==> src/sv/pwmt_pkg.sv <==
// Shared constants, codes and types of the PWM timer with prescaler.
`default_nettype none
package pwmt_pkg;

    localparam int COUNT_BITS_DEF = 10;
    localparam int MAX_SHIFT_DEF  = 24;

    localparam int IN_TDATA_W  = 32;
    localparam int IN_TUSER_W  = 3;
    localparam int OUT_TDATA_W = 40;
    localparam int DATA_W      = 32;

    localparam logic [1:0] FUNC_TICK  = 2'd0;
    localparam logic [1:0] FUNC_WRITE = 2'd1;
    localparam logic [1:0] FUNC_READ  = 2'd2;

    localparam logic REG_CTRL  = 1'b0;
    localparam logic REG_COUNT = 1'b1;

    localparam int CTRL_EN_BIT     = 0;
    localparam int CTRL_SEL_BIT    = 4;
    localparam int CTRL_SYNC_BIT   = 11;
    localparam int CTRL_FINE_BIT   = 15;
    localparam int CTRL_COARSE_LSB = 16;
    localparam int COARSE_BITS     = 4;
    localparam int CNT_PERIOD_LSB  = 16;

    typedef struct packed {
        logic tick;
        logic write;
        logic read;
        logic sel;
    } op_t;

endpackage
`default_nettype wire

==> src/sv/pwmt_regs.sv <==
// Control and count registers, sync shadowing and live value apply.
`default_nettype none
module pwmt_regs #(
    parameter int COUNT_BITS = pwmt_pkg::COUNT_BITS_DEF,
    parameter int MAX_SHIFT  = pwmt_pkg::MAX_SHIFT_DEF,
    parameter int SHIFT_W    = $clog2(MAX_SHIFT + 1)
) (
    input  wire logic                      clk,
    input  wire logic                      rst_n,
    input  wire logic                      advance,
    input  wire pwmt_pkg::op_t             op,
    input  wire logic [pwmt_pkg::DATA_W-1:0] wdata,
    output logic                           enable_next,
    output logic [COUNT_BITS-1:0]          live_period_next,
    output logic [COUNT_BITS-1:0]          live_high_next,
    output logic [SHIFT_W-1:0]             live_shift_next,
    output logic [pwmt_pkg::DATA_W-1:0]    read_data
);
    import pwmt_pkg::*;

    localparam logic [COARSE_BITS:0] MAX_SHIFT_V = (COARSE_BITS + 1)'(MAX_SHIFT);

    logic                   enable_reg, sel_bit_reg, sync_reg, fine_reg;
    logic [COARSE_BITS-1:0] coarse_reg;
    logic [COUNT_BITS-1:0]  period_reg, high_reg;
    logic [COUNT_BITS-1:0]  live_period_reg, live_high_reg;
    logic [SHIFT_W-1:0]     live_shift_reg;

    logic                   sel_bit_next, sync_next, fine_next;
    logic [COARSE_BITS-1:0] coarse_next;
    logic [COUNT_BITS-1:0]  period_next, high_next;
    logic [COARSE_BITS:0]   shift_sum;
    logic                   apply;

    always_comb
    begin
        enable_next  = enable_reg;
        sel_bit_next = sel_bit_reg;
        sync_next    = sync_reg;
        fine_next    = fine_reg;
        coarse_next  = coarse_reg;
        period_next  = period_reg;
        high_next    = high_reg;
        if (op.write && op.sel == REG_CTRL)
        begin
            enable_next  = wdata[CTRL_EN_BIT];
            sel_bit_next = wdata[CTRL_SEL_BIT];
            sync_next    = wdata[CTRL_SYNC_BIT];
            fine_next    = wdata[CTRL_FINE_BIT];
            coarse_next  = wdata[CTRL_COARSE_LSB +: COARSE_BITS];
        end
        if (op.write && op.sel == REG_COUNT)
        begin
            period_next = wdata[CNT_PERIOD_LSB +: COUNT_BITS];
            high_next   = wdata[COUNT_BITS-1:0];
        end
        apply     = op.write && !sync_next;
        shift_sum = {coarse_next, 1'b0} + (COARSE_BITS + 1)'(fine_next);
        live_period_next = live_period_reg;
        live_high_next   = live_high_reg;
        live_shift_next  = live_shift_reg;
        if (apply)
        begin
            live_period_next = period_next;
            live_high_next   = high_next;
            live_shift_next  = (shift_sum > MAX_SHIFT_V) ? SHIFT_W'(MAX_SHIFT)
                                                        : SHIFT_W'(shift_sum);
        end
    end

    always_comb
    begin
        read_data = '0;
        if (op.read)
        begin
            if (op.sel == REG_COUNT)
            begin
                read_data = (DATA_W'(period_reg) << CNT_PERIOD_LSB) | DATA_W'(high_reg);
            end
            else
            begin
                read_data[CTRL_EN_BIT]   = enable_reg;
                read_data[CTRL_SEL_BIT]  = sel_bit_reg;
                read_data[CTRL_SYNC_BIT] = sync_reg;
                read_data[CTRL_FINE_BIT] = fine_reg;
                read_data[CTRL_COARSE_LSB +: COARSE_BITS] = coarse_reg;
            end
        end
    end

    always_ff @(posedge clk or negedge rst_n)
    begin
        if (!rst_n)
        begin
            enable_reg      <= 1'b0;
            sel_bit_reg     <= 1'b0;
            sync_reg        <= 1'b0;
            fine_reg        <= 1'b0;
            coarse_reg      <= '0;
            period_reg      <= '0;
            high_reg        <= '0;
            live_period_reg <= '0;
            live_high_reg   <= '0;
            live_shift_reg  <= '0;
        end
        else if (advance)
        begin
            enable_reg      <= enable_next;
            sel_bit_reg     <= sel_bit_next;
            sync_reg        <= sync_next;
            fine_reg        <= fine_next;
            coarse_reg      <= coarse_next;
            period_reg      <= period_next;
            high_reg        <= high_next;
            live_period_reg <= live_period_next;
            live_high_reg   <= live_high_next;
            live_shift_reg  <= live_shift_next;
        end
    end

endmodule
`default_nettype wire

==> src/sv/pwmt_counter.sv <==
// Prescale counter, period position counter and output level.
`default_nettype none
module pwmt_counter #(
    parameter int COUNT_BITS = pwmt_pkg::COUNT_BITS_DEF,
    parameter int MAX_SHIFT  = pwmt_pkg::MAX_SHIFT_DEF,
    parameter int SHIFT_W    = $clog2(MAX_SHIFT + 1)
) (
    input  wire logic                  clk,
    input  wire logic                  rst_n,
    input  wire logic                  advance,
    input  wire pwmt_pkg::op_t         op,
    input  wire logic                  enable,
    input  wire logic [COUNT_BITS-1:0] live_period,
    input  wire logic [COUNT_BITS-1:0] live_high,
    input  wire logic [SHIFT_W-1:0]    live_shift,
    output logic                       pwm_next
);
    import pwmt_pkg::*;

    logic [MAX_SHIFT-1:0]  pre_reg, pre_next;
    logic [COUNT_BITS-1:0] pos_reg, pos_next;
    logic [MAX_SHIFT:0]    pre_inc;
    logic [COUNT_BITS:0]   pos_inc;

    always_comb
    begin
        pre_inc  = {1'b0, pre_reg} + (MAX_SHIFT + 1)'(1);
        pos_inc  = {1'b0, pos_reg} + (COUNT_BITS + 1)'(1);
        pre_next = pre_reg;
        pos_next = pos_reg;
        if (op.tick)
        begin
            if (!enable)
            begin
                pre_next = '0;
                pos_next = '0;
            end
            else if ((pre_inc >> live_shift) != '0)
            begin
                pre_next = '0;
                pos_next = (pos_inc >= {1'b0, live_period}) ? '0 : pos_inc[COUNT_BITS-1:0];
            end
            else
            begin
                pre_next = pre_inc[MAX_SHIFT-1:0];
            end
        end
        pwm_next = enable && (live_period != '0) && (live_high != '0)
                   && (pos_next < live_high);
    end

    always_ff @(posedge clk or negedge rst_n)
    begin
        if (!rst_n)
        begin
            pre_reg <= '0;
            pos_reg <= '0;
        end
        else if (advance)
        begin
            pre_reg <= pre_next;
            pos_reg <= pos_next;
        end
    end

endmodule
`default_nettype wire

==> src/sv/pwm_timer_with_prescaler.sv <==
// Top level of the PWM timer with power-of-two prescaler.
//
//   port group   dir   tdata                          tuser
//   s_axis       in    write_data[31:0]               func[1:0], reg_select[2]
//   m_axis       out   read_data[31:0], pwm_out[32]   -
//
// One word per cycle sustained while the output is not stalled; each word passes
// through the input register and its result through the output register.
// State and result are settled by one pass of logic behind the input register.
// Reset clears all timer state and both pipeline valids.
// A stalled output holds its word; the input still takes a word while the
// output is stalled only if its own register is empty.
`default_nettype none
module pwm_timer_with_prescaler #(
    parameter int COUNT_BITS = pwmt_pkg::COUNT_BITS_DEF,
    parameter int MAX_SHIFT  = pwmt_pkg::MAX_SHIFT_DEF
) (
    input  wire logic                            clk,
    input  wire logic                            rst_n,
    input  wire logic                            s_axis_tvalid,
    output logic                                 s_axis_tready,
    input  wire logic [pwmt_pkg::IN_TDATA_W-1:0] s_axis_tdata,  // write_data
    input  wire logic [pwmt_pkg::IN_TUSER_W-1:0] s_axis_tuser,  // func, reg_select
    output logic                                 m_axis_tvalid,
    input  wire logic                            m_axis_tready,
    output logic [pwmt_pkg::OUT_TDATA_W-1:0]     m_axis_tdata   // read_data, pwm_out, zeros
);
    import pwmt_pkg::*;

    localparam int SHIFT_W = $clog2(MAX_SHIFT + 1);

    logic                  in_valid_reg;
    logic [1:0]            func_reg;
    logic                  sel_reg;
    logic [DATA_W-1:0]     wdata_reg;
    logic                  out_valid_reg;
    logic [DATA_W-1:0]     rdata_reg;
    logic                  pwm_reg;

    logic                  advance;
    op_t                   op;
    logic                  enable_next;
    logic [COUNT_BITS-1:0] live_period_next, live_high_next;
    logic [SHIFT_W-1:0]    live_shift_next;
    logic [DATA_W-1:0]     read_data;
    logic                  pwm_next;

    assign advance       = in_valid_reg && (!out_valid_reg || m_axis_tready);
    assign s_axis_tready = !in_valid_reg || advance;
    assign m_axis_tvalid = out_valid_reg;
    assign m_axis_tdata  = {(OUT_TDATA_W - DATA_W - 1)'(0), pwm_reg, rdata_reg};

    always_comb
    begin
        op       = '0;
        op.sel   = sel_reg;
        unique case (func_reg)
            FUNC_TICK:  op.tick  = advance;
            FUNC_WRITE: op.write = advance;
            FUNC_READ:  op.read  = advance;
            default:    op.tick  = 1'b0;
        endcase
    end

    always_ff @(posedge clk or negedge rst_n)
    begin
        if (!rst_n)
        begin
            in_valid_reg <= 1'b0;
        end
        else if (s_axis_tready)
        begin
            in_valid_reg <= s_axis_tvalid;
        end
    end

    always_ff @(posedge clk)
    begin
        if (s_axis_tready && s_axis_tvalid)
        begin
            func_reg  <= s_axis_tuser[1:0];
            sel_reg   <= s_axis_tuser[2];
            wdata_reg <= s_axis_tdata;
        end
    end

    always_ff @(posedge clk or negedge rst_n)
    begin
        if (!rst_n)
        begin
            out_valid_reg <= 1'b0;
        end
        else if (advance)
        begin
            out_valid_reg <= 1'b1;
        end
        else if (m_axis_tready)
        begin
            out_valid_reg <= 1'b0;
        end
    end

    always_ff @(posedge clk)
    begin
        if (advance)
        begin
            rdata_reg <= read_data;
            pwm_reg   <= pwm_next;
        end
    end

    pwmt_regs #(
        .COUNT_BITS (COUNT_BITS),
        .MAX_SHIFT  (MAX_SHIFT),
        .SHIFT_W    (SHIFT_W)
    ) u_regs (
        .clk              (clk),
        .rst_n            (rst_n),
        .advance          (advance),
        .op               (op),
        .wdata            (wdata_reg),
        .enable_next      (enable_next),
        .live_period_next (live_period_next),
        .live_high_next   (live_high_next),
        .live_shift_next  (live_shift_next),
        .read_data        (read_data)
    );

    pwmt_counter #(
        .COUNT_BITS (COUNT_BITS),
        .MAX_SHIFT  (MAX_SHIFT),
        .SHIFT_W    (SHIFT_W)
    ) u_counter (
        .clk         (clk),
        .rst_n       (rst_n),
        .advance     (advance),
        .op          (op),
        .enable      (enable_next),
        .live_period (live_period_next),
        .live_high   (live_high_next),
        .live_shift  (live_shift_next),
        .pwm_next    (pwm_next)
    );

endmodule
`default_nettype wire

==> config.mk <==
export PLATFORM = sky130hd
export DESIGN_NAME = pwm_timer_with_prescaler
export DESIGN_NICKNAME = d
export VERILOG_FILES = /design/src/sv/pwmt_pkg.sv /design/src/sv/pwmt_regs.sv /design/src/sv/pwmt_counter.sv /design/src/sv/pwm_timer_with_prescaler.sv
export SDC_FILE = /design/constraint.sdc
export NUM_CORES = 1
export LEC_CHECK = 0
export BUFFER_PORTS_ARGS = -buffer_cell sky130_fd_sc_hd__buf_4
export CAP_MARGIN = 20
export CORE_MARGIN = 4
export CORE_UTILIZATION = 30
export DETAILED_ROUTE_END_ITERATION = 10
export GPL_TIMING_DRIVEN = 0
export PLACE_DENSITY = 0.55
export SLEW_MARGIN = 10
export SYNTH_ARGS = -nofsm -noshare
export SYNTH_HDL_FRONTEND = slang
export SYNTH_HIERARCHICAL = 1
export SYNTH_SLANG_ARGS = --single-unit
==> constraint.sdc <==
create_clock -name clk -period 8.7 [get_ports clk]
set_clock_uncertainty 0.2 [all_clocks]
set_input_delay 0.435 -clock clk [delete_from_list [all_inputs] [get_ports clk]]
set_output_delay 0.435 -clock clk [all_outputs]
set_load 0.01 [all_outputs]
**Word level (Yosys, flattened, before mapping)**

Cells that the tools add are included.

- Bits in registers: 151
- Latch bits: 0
- RAM bits: 0
- Bits in read-only memories: 0
- Bits of input ports: 39
- Output and inout bits: 42
- Word-level logic and storage cells: 77
- Memories kept: 0

- Add/subtract/negate cells: 3
- Multiply operators: 0
- Divide/modulo/power cells: 0
- Order comparisons: 3
- Equality and inequality tests: 2
- Shift-type cells: 1
- Muxes and demuxes: 25
- Bitwise gates (word level): 2
- Reduce and logical (&&, ||, !) cells: 21

Operators with widths:

| cell | count |
|---|---|
| $mux 10 | 8 |
| $mux 24 | 2 |
| $or 26x10->26 | 1 |
| $add 24x1->25 const B | 1 |
| $reduce_bool 25->1 | 1 |
| $shr 25x5->25 | 1 |
| $reduce_bool 10->1 | 2 |
| $mux 5 | 3 |
| $add 10x1->11 const B | 1 |
| $ge 11x10->1 | 1 |
| $mux 1 | 11 |
| $lt 10x10->1 | 1 |
| $logic_and 1x1->1 | 8 |
| $reduce_and 2->1 | 3 |
| $add 5x1->5 | 1 |
| $gt 5x5->1 const B | 1 |
| $mux 4 | 1 |
| $logic_not 1->1 | 3 |
| $eq 2x1->1 const B | 1 |
| $eq 2x2->1 const B | 1 |
| $logic_not 2->1 | 1 |
| $logic_or 1x1->1 | 2 |
| $reduce_bool 2->1 | 1 |
| $not 1->1 | 1 |

**Logic depth before layout (Yosys ltp)**

Gate-level depths: netlist (run 1).

- Word-level depth: 17
- Mapped depth: 27
- Depth with buffers taken out: 23

**Cells and area by module**

Netlist (run 1), hierarchy kept.

Modules (own cells, without submodules):

| module | times used | cells each | area an instance (um^2) | sequential area each (um^2) |
|---|---|---|---|---|
| pwmt_counter | 1 | 541 | 3996.3 | 850.8 |
| pwmt_regs | 1 | 238 | 3109.2 | 1326.3 |
| pwm_timer_with_prescaler | 1 | 88 | 2237.1 | 2092.0 |

**Worst setup path after synthesis (run 1)**

OpenSTA, ideal clock, no wires.

- Path kind: register -> register
- From: reg out_valid_reg (netlist: m_axis_tvalid)
- To: reg pwm_reg, data pin
- Arrival: 5.151 ns
- Data required time: 8.235 ns
- Setup slack: 3.083 ns
- Cell stages (with the launch flop): 26
- Path buffers: 6
- Cell sequence: dfrtp_1 -> nor2b_4 -> and4bb_2 -> buf_2 -> and2_1 -> buf_4 -> buf_6 -> a31oi_1 -> clkbuf_1 -> clkbuf_1 -> nand2_1 -> nor4_1 -> a221oi_1 -> nor3b_1 -> o211ai_1 -> a2111oi_2 -> o221ai_2 -> nor2_1 -> buf_4 -> nor2_2 -> a32o_1 -> ha_1 -> nand4_1 -> or4_1 -> o2111ai_1 -> a21oi_1

RTL lines:

| item | line | text |
|---|---|---|
| start, declared | pwm_timer_with_prescaler.sv:36 | `logic out_valid_reg;` |
| start signal, assigned | pwm_timer_with_prescaler.sv:91 | `out_valid_reg <= 1'b0;` |
| start signal, assigned | pwm_timer_with_prescaler.sv:95 | `out_valid_reg <= 1'b1;` |
| start signal, assigned | pwm_timer_with_prescaler.sv:99 | `out_valid_reg <= 1'b0;` |
| end signal, assigned | pwm_timer_with_prescaler.sv:108 | `pwm_reg <= pwm_next;` |
| end, declared | pwm_timer_with_prescaler.sv:38 | `logic pwm_reg;` |

==> results.md, run 1 <==
* Run status: finished, final reports clean
* DRT antenna net count at 0
* Combined area of all synthesized cells at approximately 9000 sq um
* Worst slew margin relative to its limit at 39.7%
* Post-placement worst setup slack at between 1500 and 2000 ps
* Part of the cycle the worst path needs at 80.3%
* Kind of path behind the tightest hold check: in2reg
* Filler cell count at roughly 3,000
* TritonCTS clock tree: yes
* Die Area at 33,000 sq um
* Wire length after detailed routing at 24.3 mm
* Final hold viol count at 0
* Standard cell with the maximum stage delay on the critical path: sky130_fd_sc_hd__clkbuf_1
* Number of detailed-route iterations in the first pass at 5
* Warning count from the yosys run at 6
* Part of the power in the clock network at 29.5%
* First DRT Iteration DRCs at 623
* Syn-to-layout area delta at 21.3%
* Portion of total power attributed to combinational logic at roughly a third
* Worst path setup slack after routing at about 1700 ps
* Core Box Area at 29,700 sq um
* Clk_lat worst skew at around 440 ps
* Global-route wire length before repair at about 39 mm
* Setup_tns at 0 ps
* Switching share of total power at 36.1%
* Arrival time at the worst endpoint at 6930 ps
* Port buffer count at 63
* Wire length per cell at 17.5 um
* Biggest cell delay along the critical path at 550 ps
* Path type of the worst setup path: reg2reg
* Avg Vias per Cell at 5.18
* Count of placed standard cells including taps at 1,327
* Number of buffers created by CTS at 17
* DP Wirelength at 16.9 mm
* Overall overflow remaining after global route at 0
* X dimension of the die at 182 um
* Fmax at about 140 MHz
* Via count of the first global-routing pass at 7,116
* Post-Synthesis Mean Instance Area at 10.6 sq um
* Initial core utilization at 30.4%
* Post-cts sizing count at 0
* Row count at 63
* Category of the worst setup path launch point: flip-flop
* Largest net degree at the start of global routing at 90
* Boundary pin count at 81
* Post-route non-filler standard cell count at 1,385
* Clock Tree Buf Depth at 2
* Global Route Usage Sum at between 10 and 15%
* Top cell family by delay on the critical path: simple AND/OR/NAND/NOR gates
* Ratio of cells with drive above 1 in the final layout at 26.9%
* Final period demand of the worst path at 6980 ps
* Nets at approximately 1,000
* Flip-flop count of the largest register, all copies and words added at 32
* Setup repair after global routing missed its margin: false
* Cell internal pwr at ~1.6 mW
* Final number of max-transition violations at 0
* Antenna violations before repair at 0
* Switching component of the power at 0.912 mW
* Number of sinks handled by clock tree synthesis at 147
* Final count of negative-setup-slack endpoints at 0
* Sequential cell fraction of total power at between 30% and 40%
* Total power divided by cell area at 230 nW/um^2
* Crit path required time at a little under 9000 ps
* Max Fanout on Critical Path at 10
* Synth Instances at 857
* N_diodes at 0
* Static leakage at about 4.6 nW
* Depth of the CTS H-tree at 4
* Die height at 182 um
* Transition time at the pin with the least slew margin at 904 ps
* Placement Cell Area at slightly above 10,000 sq um
* Clock Root Buffer: sky130_fd_sc_hd__clkbuf_16
* DRC Markers at 0
* Routed via count at between 7,000 and 8,000
* Overall power consumption at 2.52 mW
* Clock transition at the registers of the reported paths at 70 ps
* Critical path capture point type: flip-flop
* Worst voltage drop across the vdd grid at 0.123 mV
* Final weighted congestion in routability-driven placement at 0.889
* Finished Cell Area at 11,000 sq um
* Worst path bufs/invs at 6
* Total of max-cap violations at 0
-- power by group through the flow --
stage / logic, mW / clock network (mW) / registers, mW
after floorplan: 0.631 / 0 / 0.908
after global placement: 0.839 / 0 / 0.922
after detailed placement: 0.849 / 0 / 0.925
after CTS: 0.864 / 0.768 / 0.912
after global routing: 0.955 / 0.800 / 0.926
final: 0.868 / 0.745 / 0.913
-- stage by stage --
step,hold slack [ps],util [%]
final,20.1,36.9
after CTS,3.64,36.9
after global routing,0.402,36.9
after global placement,284,33.9
after floorplan,-60.6,-
after detailed placement,290,34.0
-- final timing paths --
| path | startpoint | endpoint | slack, ps | cells past startpoint |
|---|---|---|---|---|
| min reg2reg | u_regs/live_shift_reg[3] | u_regs/live_shift_reg[3] | 310 | 1 |
| min in group asynchronous | rst_n | u_regs/high_reg[2] | 480 | 2 |
| min | s_axis_tvalid | in_valid_reg | 20 | 2 |
| max | m_axis_tvalid | pwm_reg | 1720 | 25 |
| max in group asynchronous | rst_n | u_regs/live_period_reg[7] | 7220 | 2 |
| max reg2reg | m_axis_tvalid | pwm_reg | 1720 | 25 |
-- cell usage in the layout (no fill, tap or decap), drive strengths merged, types with 22 or more instances in the layout --
cell         count
edfxtp          58
nor2            26
inv             56
nand2           54
buf            111
dfrtp           89
nand3           56
and3            22
o21ai           30
mux2            96
a21oi           36
clkbuf          47
dlygate4sd3     26
-- routing by layer --
layer  vias to the layer above  track usage [%]  part of all wire (%)  routed length, um
li1                       3427                -                     -                  -
met1                      3553             20.5                    47              11400
met2                       172             23.6                    47              11400
met3                        26             2.40                   4.7               1140
met4                         0             4.32                   1.4                348
met5                         -                0                     0                  0
-- layout make-up --
type                            instances  area, sq um  area share, %
Buffer                                 76          449           4.09
Tap cell                              390          488           4.45
Clock inverter                         15          179           1.63
Inverter                               49          184           1.68
Multi-Input combinational cell        600         4510           41.1
Sequential cell                       147         3970           36.2
Clock buffer                           17          425           3.88
Timing Repair Buffer                   91          764           6.97
-- repair_timing --
item,CTS,global route
hold buffers,26,0
setup buffers,0,0
hold endpoints to repair,114,0
Note: power is estimated with default switching activity, not from simulation.
==> inputs of run 2 (changes only) <==
PLACE_DENSITY = 0.56   (was 0.55)
clock period = 6.04 ns   (was 8.7 ns; I/O delays follow)
==> results.md, run 2 (same netlist as run 1, synthesis figures left out) <==
* Ratio of cells with drive above 1 in the final layout at 30.7% (was 26.9%)
* Clock transition at the registers of the reported paths at 60 ps (was 70 ps)
* Final period demand of the worst path at 5830 ps (was 6980 ps)
* Category of the worst setup path launch point: flip-flop (unchanged)
* Worst setup startpoint: m_axis_tvalid (unchanged)
* Overall power consumption at 3.75 mW (was 2.52 mW)
* Clock Tree Buf Depth at 2 (unchanged)
* Clk_lat worst skew at 430 ps (was 440 ps)
* Area occupied by multi-input gates at 4640 sq um (was 4510 sq um)
* R2R Path End: pwm_reg (unchanged)
* Flip-flop count of the largest register, all copies and words added at 32 (unchanged)
* Final number of max-transition violations at 0 (unchanged)
* Worst reg2reg setup slack at 210 ps (was 1720 ps)
* Worst voltage drop across the vdd grid at 0.226 mV (was 0.123 mV)
* Via count of the first global-routing pass at 7,085 (was 7,116)
* Met2 wire length at 11.6 mm (was 11.4 mm)
* Final count of negative-setup-slack endpoints at 0 (unchanged)
* Routed via count at 7,247 (was 7,178)
* Number of sinks handled by clock tree synthesis at 147 (unchanged)
* Number of detailed-route iterations in the first pass at 6 (was 5)
* Total power divided by cell area at 333 nW/um^2 (was 230 nW/um^2)
* Detailed-route wire length on metal 1 at 11.4 mm (about the same)
* Kind of path behind the tightest hold check: in2reg (unchanged)
* Boundary pin count at 81 (unchanged)
* DP Wirelength at 17.0 mm (was 16.9 mm)
* Port buffer count at 63 (unchanged)
* Path type of the worst setup path: reg2reg (unchanged)
* Avg Vias per Cell at 5.15 (was 5.18)
* Most common library cell in the layout ignoring fill and taps: sky130_fd_sc_hd__buf_4 (was sky130_fd_sc_hd__dfrtp_1)
* Run status: finished, final reports clean (unchanged)
* Worst path bufs/invs at 6 (unchanged)
* Top library cells by usage in the layout, fill and taps aside: sky130_fd_sc_hd__buf_4 (107), sky130_fd_sc_hd__dfrtp_1 (89), sky130_fd_sc_hd__mux2_2 (67), sky130_fd_sc_hd__edfxtp_1 (58), sky130_fd_sc_hd__nand3_1 (55) (was sky130_fd_sc_hd__dfrtp_1 (89), sky130_fd_sc_hd__buf_4 (87), sky130_fd_sc_hd__mux2_2 (67), sky130_fd_sc_hd__edfxtp_1 (58), sky130_fd_sc_hd__nand3_1 (55))
* Static leakage at 4.74 nW (was 4.61 nW)
* Wire length after detailed routing at 24.6 mm (was 24.3 mm)
* Top routing layer in use: met5 (was met4)
* Worst slew margin relative to its limit at 50.7% (was 39.7%)
* Startpoint of the most critical register-to-register path: m_axis_tvalid (unchanged)
* Standard cell with the maximum stage delay on the critical path: sky130_fd_sc_hd__or4_4 (was sky130_fd_sc_hd__clkbuf_1)
* Depth of the CTS H-tree at 4 (unchanged)
* Fmax at 172 MHz (was 143 MHz)
* DRC Markers at 0 (unchanged)
* Logic depth of the worst path, buffers included at 25 (unchanged)
* Depth of the most critical reg-to-reg path at 25 (unchanged)
* CP Capture Point: pwm_reg (unchanged)
* Nets at 1,063 (was 1,042)
* Filler cell count at 2,906 (was 2,922)
* Row count at 63 (unchanged)
* Initial core utilization at 30.4% (unchanged)
* Critical path capture point type: flip-flop (unchanged)
* Final hold viol count at 0 (unchanged)
* Total of max-cap violations at 0 (unchanged)
* TritonCTS clock tree: yes (unchanged)
* Global Route Usage Sum at 14.7% (about the same)
* Die Area at 33,000 sq um (unchanged)
* DRT antenna net count at 0 (unchanged)
* Finished Cell Area at 11,300 sq um (was 11,000 sq um)
* Routed length on met3 at 1.12 mm (was 1.14 mm)
* Antenna violations before repair at 1 (was 0)
* Transition time at the pin with the least slew margin at 734 ps (was 904 ps)
* Largest net degree at the start of global routing at 53 (was 90)
* Max Fanout on Critical Path at 10 (unchanged)
* Overall overflow remaining after global route at 0 (unchanged)
* Part of the cycle the worst path needs at 96.5% (was 80.3%)
* Crit path required time at 6000 ps (was 8650 ps)
* Clock Root Buffer: sky130_fd_sc_hd__clkbuf_16 (unchanged)
* First DRT Iteration DRCs at 673 (was 623)
* Origin of the worst min-delay path: m_axis_tready (was s_axis_tvalid)
* Core Box Area at 29,700 sq um (unchanged)
* X dimension of the die at 182 um (unchanged)
* Syn-to-layout area delta at 24.5% (was 21.3%)
* Placement Cell Area at 10,100 sq um (about the same)
* Final weighted congestion in routability-driven placement at 0.870 (was 0.889)
* Arrival time at the worst endpoint at 5790 ps (was 6930 ps)
* Top cell by count, worst path: sky130_fd_sc_hd__buf_4
* Wire length per cell at 17.4 um (was 17.5 um)
* Global-route wire length before repair at 39.1 mm (was 39.3 mm)
* Top cell family by delay on the critical path: simple AND/OR/NAND/NOR gates (unchanged)
* Biggest cell delay along the critical path at 560 ps (was 550 ps)
* Die height at 182 um (unchanged)
* Number of buffers created by CTS at 17 (unchanged)
* Sequential cell area at 3970 sq um (unchanged)
run 2: cell count changes in the layout (fill, tap and decap cells not counted), moves of 3 or more:
cell and delta:
sky130_fd_sc_hd__clkbuf_1 -6, sky130_fd_sc_hd__nor4_1 -3, sky130_fd_sc_hd__clkbuf_2 +4, sky130_fd_sc_hd__clkinv_2 +3, sky130_fd_sc_hd__nor4_2 +3, sky130_fd_sc_hd__buf_4 +20, sky130_fd_sc_hd__clkinv_8 -5
run 2: report_power, final:
| part | switching, mW | internal (mW) | total [mW] |
|---|---|---|---|
| sequential | 0.112 | 1.20 | 1.32 |
| clock | 0.479 | 0.553 | 1.03 |
| combinational | 0.742 | 0.659 | 1.40 |
run 2: layout make-up:
cell class / count / share of cell area [%]
multi-input cells: 600 / 41.2
inverters: 49 / 1.63
flip-flops and latches: 147 / 35.3
well taps: 390 / 4.34
repair buffers: 112 / 8.29
clock inverters: 13 / 1.00
diodes: 1 / 0.0222
clock buffers: 19 / 3.94
plain buffers: 76 / 4.32
run 2: metrics by stage:
stage,utilization (%),cells,worst slack (ps),TNS (ps),hold slack [ps]
CTS,37.1,1389,5.15,0,7.55
finish,37.9,1407,211,0,33.1
global route,37.9,1406,-14.3,-14.3,35.6
floorplan,-,872,423,0,-194
global placement,33.9,1325,-880,-880,281
detailed placement,34.1,1328,-960,-960,222
run 2: worst min path at each step:
stage	endpoint	slack, ps	depth (start not counted)
2_1_floorplan	in_valid_reg	-190	0
6_report	in_valid_reg	30	3
5_1_grt	in_valid_reg	40	3
3_5_place_dp	u_counter/pre_reg[12]	220	1
4_1_cts	in_valid_reg	8	3
3_3_place_gp	wdata_reg[6]	280	1
run 2: layer usage:
metal | track usage [%] | up-vias
met5 | 0 | -
met4 | 4.23 | 2
met3 | 2.92 | 26
met2 | 23.1 | 176
met1 | 20.7 | 3578
li1 | - | 3465
run 2: timing repair:
action | in CTS | in global routing
hold buffers | 27 | 0
gates cloned | 0 | 0
gates resized for setup | 18 | 21
setup endpoints to repair | 1 | 1
endpoints found under the hold margin | 77 | 0
pin swaps | 4 | 14
setup buffers | 2 | 17
run 2: worst register-to-register path: stages, from the launching register on:
cell                        delay, ps
sky130_fd_sc_hd__dfrtp_1          380
sky130_fd_sc_hd__nor2b_4          130
sky130_fd_sc_hd__and4bb_2         320
sky130_fd_sc_hd__buf_4            180
sky130_fd_sc_hd__and2_1           130
sky130_fd_sc_hd__buf_4            170
sky130_fd_sc_hd__buf_6            190
sky130_fd_sc_hd__a31oi_4          130
sky130_fd_sc_hd__inv_1            140
sky130_fd_sc_hd__clkbuf_4         240
sky130_fd_sc_hd__nor2_1            70
sky130_fd_sc_hd__mux2i_1          260
sky130_fd_sc_hd__a21oi_2          110
sky130_fd_sc_hd__nor3b_2          170
sky130_fd_sc_hd__o211ai_1         340
sky130_fd_sc_hd__a2111oi_4        120
sky130_fd_sc_hd__o221ai_2         330
sky130_fd_sc_hd__buf_4            210
sky130_fd_sc_hd__o22ai_1           70
sky130_fd_sc_hd__and3_1           210
sky130_fd_sc_hd__a211o_1          340
sky130_fd_sc_hd__ha_4             290
sky130_fd_sc_hd__nand4_1          100
sky130_fd_sc_hd__or4_4            560
sky130_fd_sc_hd__o2111ai_2        100
sky130_fd_sc_hd__a21oi_2           70
==> inputs of run 3 (changes only) <==
CORE_ASPECT_RATIO = 0.75   (was not set)
==> results.md, run 3 (same netlist as run 1, synthesis figures left out) <==
* Flip-flop count of the largest register, all copies and words added at 32 (unchanged)
* Via count of the first global-routing pass at 6,961 (was 7,085)
* Most common library cell in the layout ignoring fill and taps: sky130_fd_sc_hd__buf_4 (unchanged)
* Worst slew margin relative to its limit at 36.9% (was 50.7%)
* Largest net degree at the start of global routing at 90 (was 53)
* Filler cell count at 2,922 (was 2,906)
* First DRT Iteration DRCs at 610 (was 673)
* Part of the cycle the worst path needs at 97.0% (was 96.5%)
* Kind of path behind the tightest hold check: in2reg (unchanged)
* Clock Tree Buf Depth at 2 (unchanged)
* DRC Markers at 0 (unchanged)
* DP Wirelength at 17.6 mm (was 17.0 mm)
* Die height at 158 um (was 182 um)
* Worst reg2reg setup slack at 180 ps (was 210 ps)
* Routed via count at 7,287 (was 7,247)
* Fmax at 171 MHz (was 172 MHz)
* Clk_lat worst skew at 430 ps (about the same)
* Total power divided by cell area at 339 nW/um^2 (was 333 nW/um^2)
* Transition time at the pin with the least slew margin at 947 ps (was 734 ps)
* Overall overflow remaining after global route at 0 (unchanged)
* Startpoint of the most critical register-to-register path: m_axis_tvalid (unchanged)
* Static leakage at 4.72 nW (was 4.74 nW)
* Core Box Area at 29,400 sq um (was 29,700 sq um)
* Depth of the CTS H-tree at 4 (unchanged)
* Final count of negative-setup-slack endpoints at 0 (unchanged)
* Arrival time at the worst endpoint at 5810 ps (was 5790 ps)
* Global Route Usage Sum at 15.3% (was 14.7%)
* Clock transition at the registers of the reported paths at 60 ps (about the same)
* Worst hold slack across all endpoints at 25.2 ps (was 33.1 ps)
* Origin of the worst min-delay path: m_axis_tready (unchanged)
* Final hold viol count at 0 (unchanged)
* Worst setup startpoint: m_axis_tvalid (unchanged)
* X dimension of the die at 208 um (was 182 um)
* Depth of the most critical reg-to-reg path at 26 (was 25)
* Worst Hold Path Cells at 3 (unchanged)
* Number of detailed-route iterations in the first pass at 5 (was 6)
* Post-route non-filler standard cell count at 1,403 (was 1,407)
* Clock Root Buffer: sky130_fd_sc_hd__clkbuf_16 (unchanged)
* Path type of the worst setup path: reg2reg (unchanged)
* DRT antenna net count at 0 (unchanged)
* Boundary pin count at 81 (unchanged)
* Total of max-cap violations at 0 (unchanged)
* Critical path capture point type: flip-flop (unchanged)
* Wire length after detailed routing at 25.3 mm (was 24.6 mm)
* Setup_tns at 0 ps (unchanged)
* Number of sinks handled by clock tree synthesis at 147 (unchanged)
* Final period demand of the worst path at 5860 ps (was 5830 ps)
* Die Area at 33,000 sq um (about the same)
* Row count at 54 (was 63)
* Global-route wire length before repair at 40.2 mm (was 39.1 mm)
* Run status: finished, final reports clean (unchanged)
* Nets at 1,058 (was 1,063)
* Antenna violations before repair at 0 (was 1)
* Final weighted congestion in routability-driven placement at 0.877 (was 0.870)
* Category of the worst setup path launch point: flip-flop (unchanged)
* Max Fanout on Critical Path at 13 (was 10)
* Syn-to-layout area delta at 23.7% (was 24.5%)
* Initial core utilization at 30.8% (was 30.4%)
* Count of placed standard cells including taps at 1,329 (was 1,328)
* Avg Vias per Cell at 5.19 (was 5.15)
* N_diodes at 0 (was 1)
* Final number of max-transition violations at 0 (unchanged)
* TritonCTS clock tree: yes (unchanged)
* Wire length per cell at 18.0 um (was 17.4 um)
* Number of buffers created by CTS at 17 (unchanged)
* Top library cells by usage in the layout, fill and taps aside: sky130_fd_sc_hd__buf_4 (102), sky130_fd_sc_hd__dfrtp_1 (89), sky130_fd_sc_hd__mux2_2 (67), sky130_fd_sc_hd__edfxtp_1 (58), sky130_fd_sc_hd__nand3_1 (55) (was sky130_fd_sc_hd__buf_4 (107), sky130_fd_sc_hd__dfrtp_1 (89), sky130_fd_sc_hd__mux2_2 (67), sky130_fd_sc_hd__edfxtp_1 (58), sky130_fd_sc_hd__nand3_1 (55))
* Port buffer count at 63 (unchanged)
* Crit path required time at 5990 ps (was 6000 ps)
* Worst voltage drop across the vdd grid at 0.189 mV (was 0.226 mV)
* Ratio of cells with drive above 1 in the final layout at 29.5% (was 30.7%)
[run 3: cell count changes in the layout (fill, tap and decap cells not counted), sizes merged]
cell,delta
diode,-1
clkbuf,-4
inv,-5
bufinv,+3
clkinvlp,+2
clkinv,+2
buf,-3
[run 3: worst paths after layout]
path,to
hold / removal,in_valid_reg
setup / recovery,pwm_reg
max in group asynchronous,u_counter/pre_reg[22]
setup reg to reg,pwm_reg
min in group asynchronous,u_regs/high_reg[1]
hold reg to reg,u_regs/live_high_reg[0]
[run 3: metrics by stage]
stage | util, % | area (sq um) | power [mW] | setup slack [ps]
5_1_grt | 38.0 | 11200 | 4.01 | -39.4
3_5_place_dp | 34.4 | 10100 | 2.56 | -844
4_1_cts | 37.6 | 11100 | 3.75 | 25.8
3_3_place_gp | 34.2 | 10100 | 2.55 | -872
2_1_floorplan | - | 9100 | 2.22 | 423
6_report | 38.0 | 11200 | 3.79 | 181
[run 3: power by group]
group	internal, mW	total, mW	switching [mW]
clock network	0.653	1.11	0.457
registers	1.20	1.32	0.116
logic	0.630	1.36	0.728
[run 3: critical path, cell delays in order, from the launching register on]
cell and delay (ps):
sky130_fd_sc_hd__dfrtp_1 370, sky130_fd_sc_hd__nor2b_4 190, sky130_fd_sc_hd__and4bb_2 270, sky130_fd_sc_hd__buf_4 170
sky130_fd_sc_hd__and2_1 140, sky130_fd_sc_hd__buf_4 170, sky130_fd_sc_hd__buf_6 170, sky130_fd_sc_hd__a31oi_4 240
sky130_fd_sc_hd__buf_4 150, sky130_fd_sc_hd__inv_2 100, sky130_fd_sc_hd__nor2_1 120, sky130_fd_sc_hd__mux2i_1 90
sky130_fd_sc_hd__a211oi_1 320, sky130_fd_sc_hd__o221ai_1 250, sky130_fd_sc_hd__buf_4 190, sky130_fd_sc_hd__a221o_1 340
sky130_fd_sc_hd__o211ai_1 120, sky130_fd_sc_hd__o21ai_2 160, sky130_fd_sc_hd__nor2_2 170, sky130_fd_sc_hd__buf_4 150
sky130_fd_sc_hd__nor4_2 50, sky130_fd_sc_hd__a211o_1 310, sky130_fd_sc_hd__ha_1 320, sky130_fd_sc_hd__nand4_1 130
sky130_fd_sc_hd__or4_1 490, sky130_fd_sc_hd__o2111ai_1 120, sky130_fd_sc_hd__a21oi_1 90
[run 3: metal layers]
metal / part of all wire (%) / GRT usage [%] / vias up
met5: 0 / 0 / -
met4: 1.2 / 4.13 / 0
met3: 6.3 / 3.07 / 25
met2: 41 / 21.8 / 246
met1: 51 / 23.5 / 3552
li1: - / - / 3464
[run 3: layout make-up]
| class | count | area (sq um) | area share [%] |
|---|---|---|---|
| repair buffers | 108 | 892 | 7.98 |
| clock inverters | 15 | 179 | 1.60 |
| well taps | 392 | 490 | 4.39 |
| plain buffers | 75 | 480 | 4.30 |
| flip-flops and latches | 147 | 3970 | 35.5 |
| clock buffers | 17 | 425 | 3.80 |
| multi-input cells | 600 | 4560 | 40.8 |
| inverters | 49 | 184 | 1.64 |
[run 3: what timing repair did]
| item | in CTS | in global routing |
|---|---|---|
| hold endpoints to repair | 115 | 0 |
| setup buffers | 5 | 11 |
| hold buffers | 27 | 0 |
| cloned | 0 | 0 |
| pin swaps | 7 | 10 |
| gates resized for setup | 14 | 16 |
| endpoints found under the setup margin | 1 | 1 |
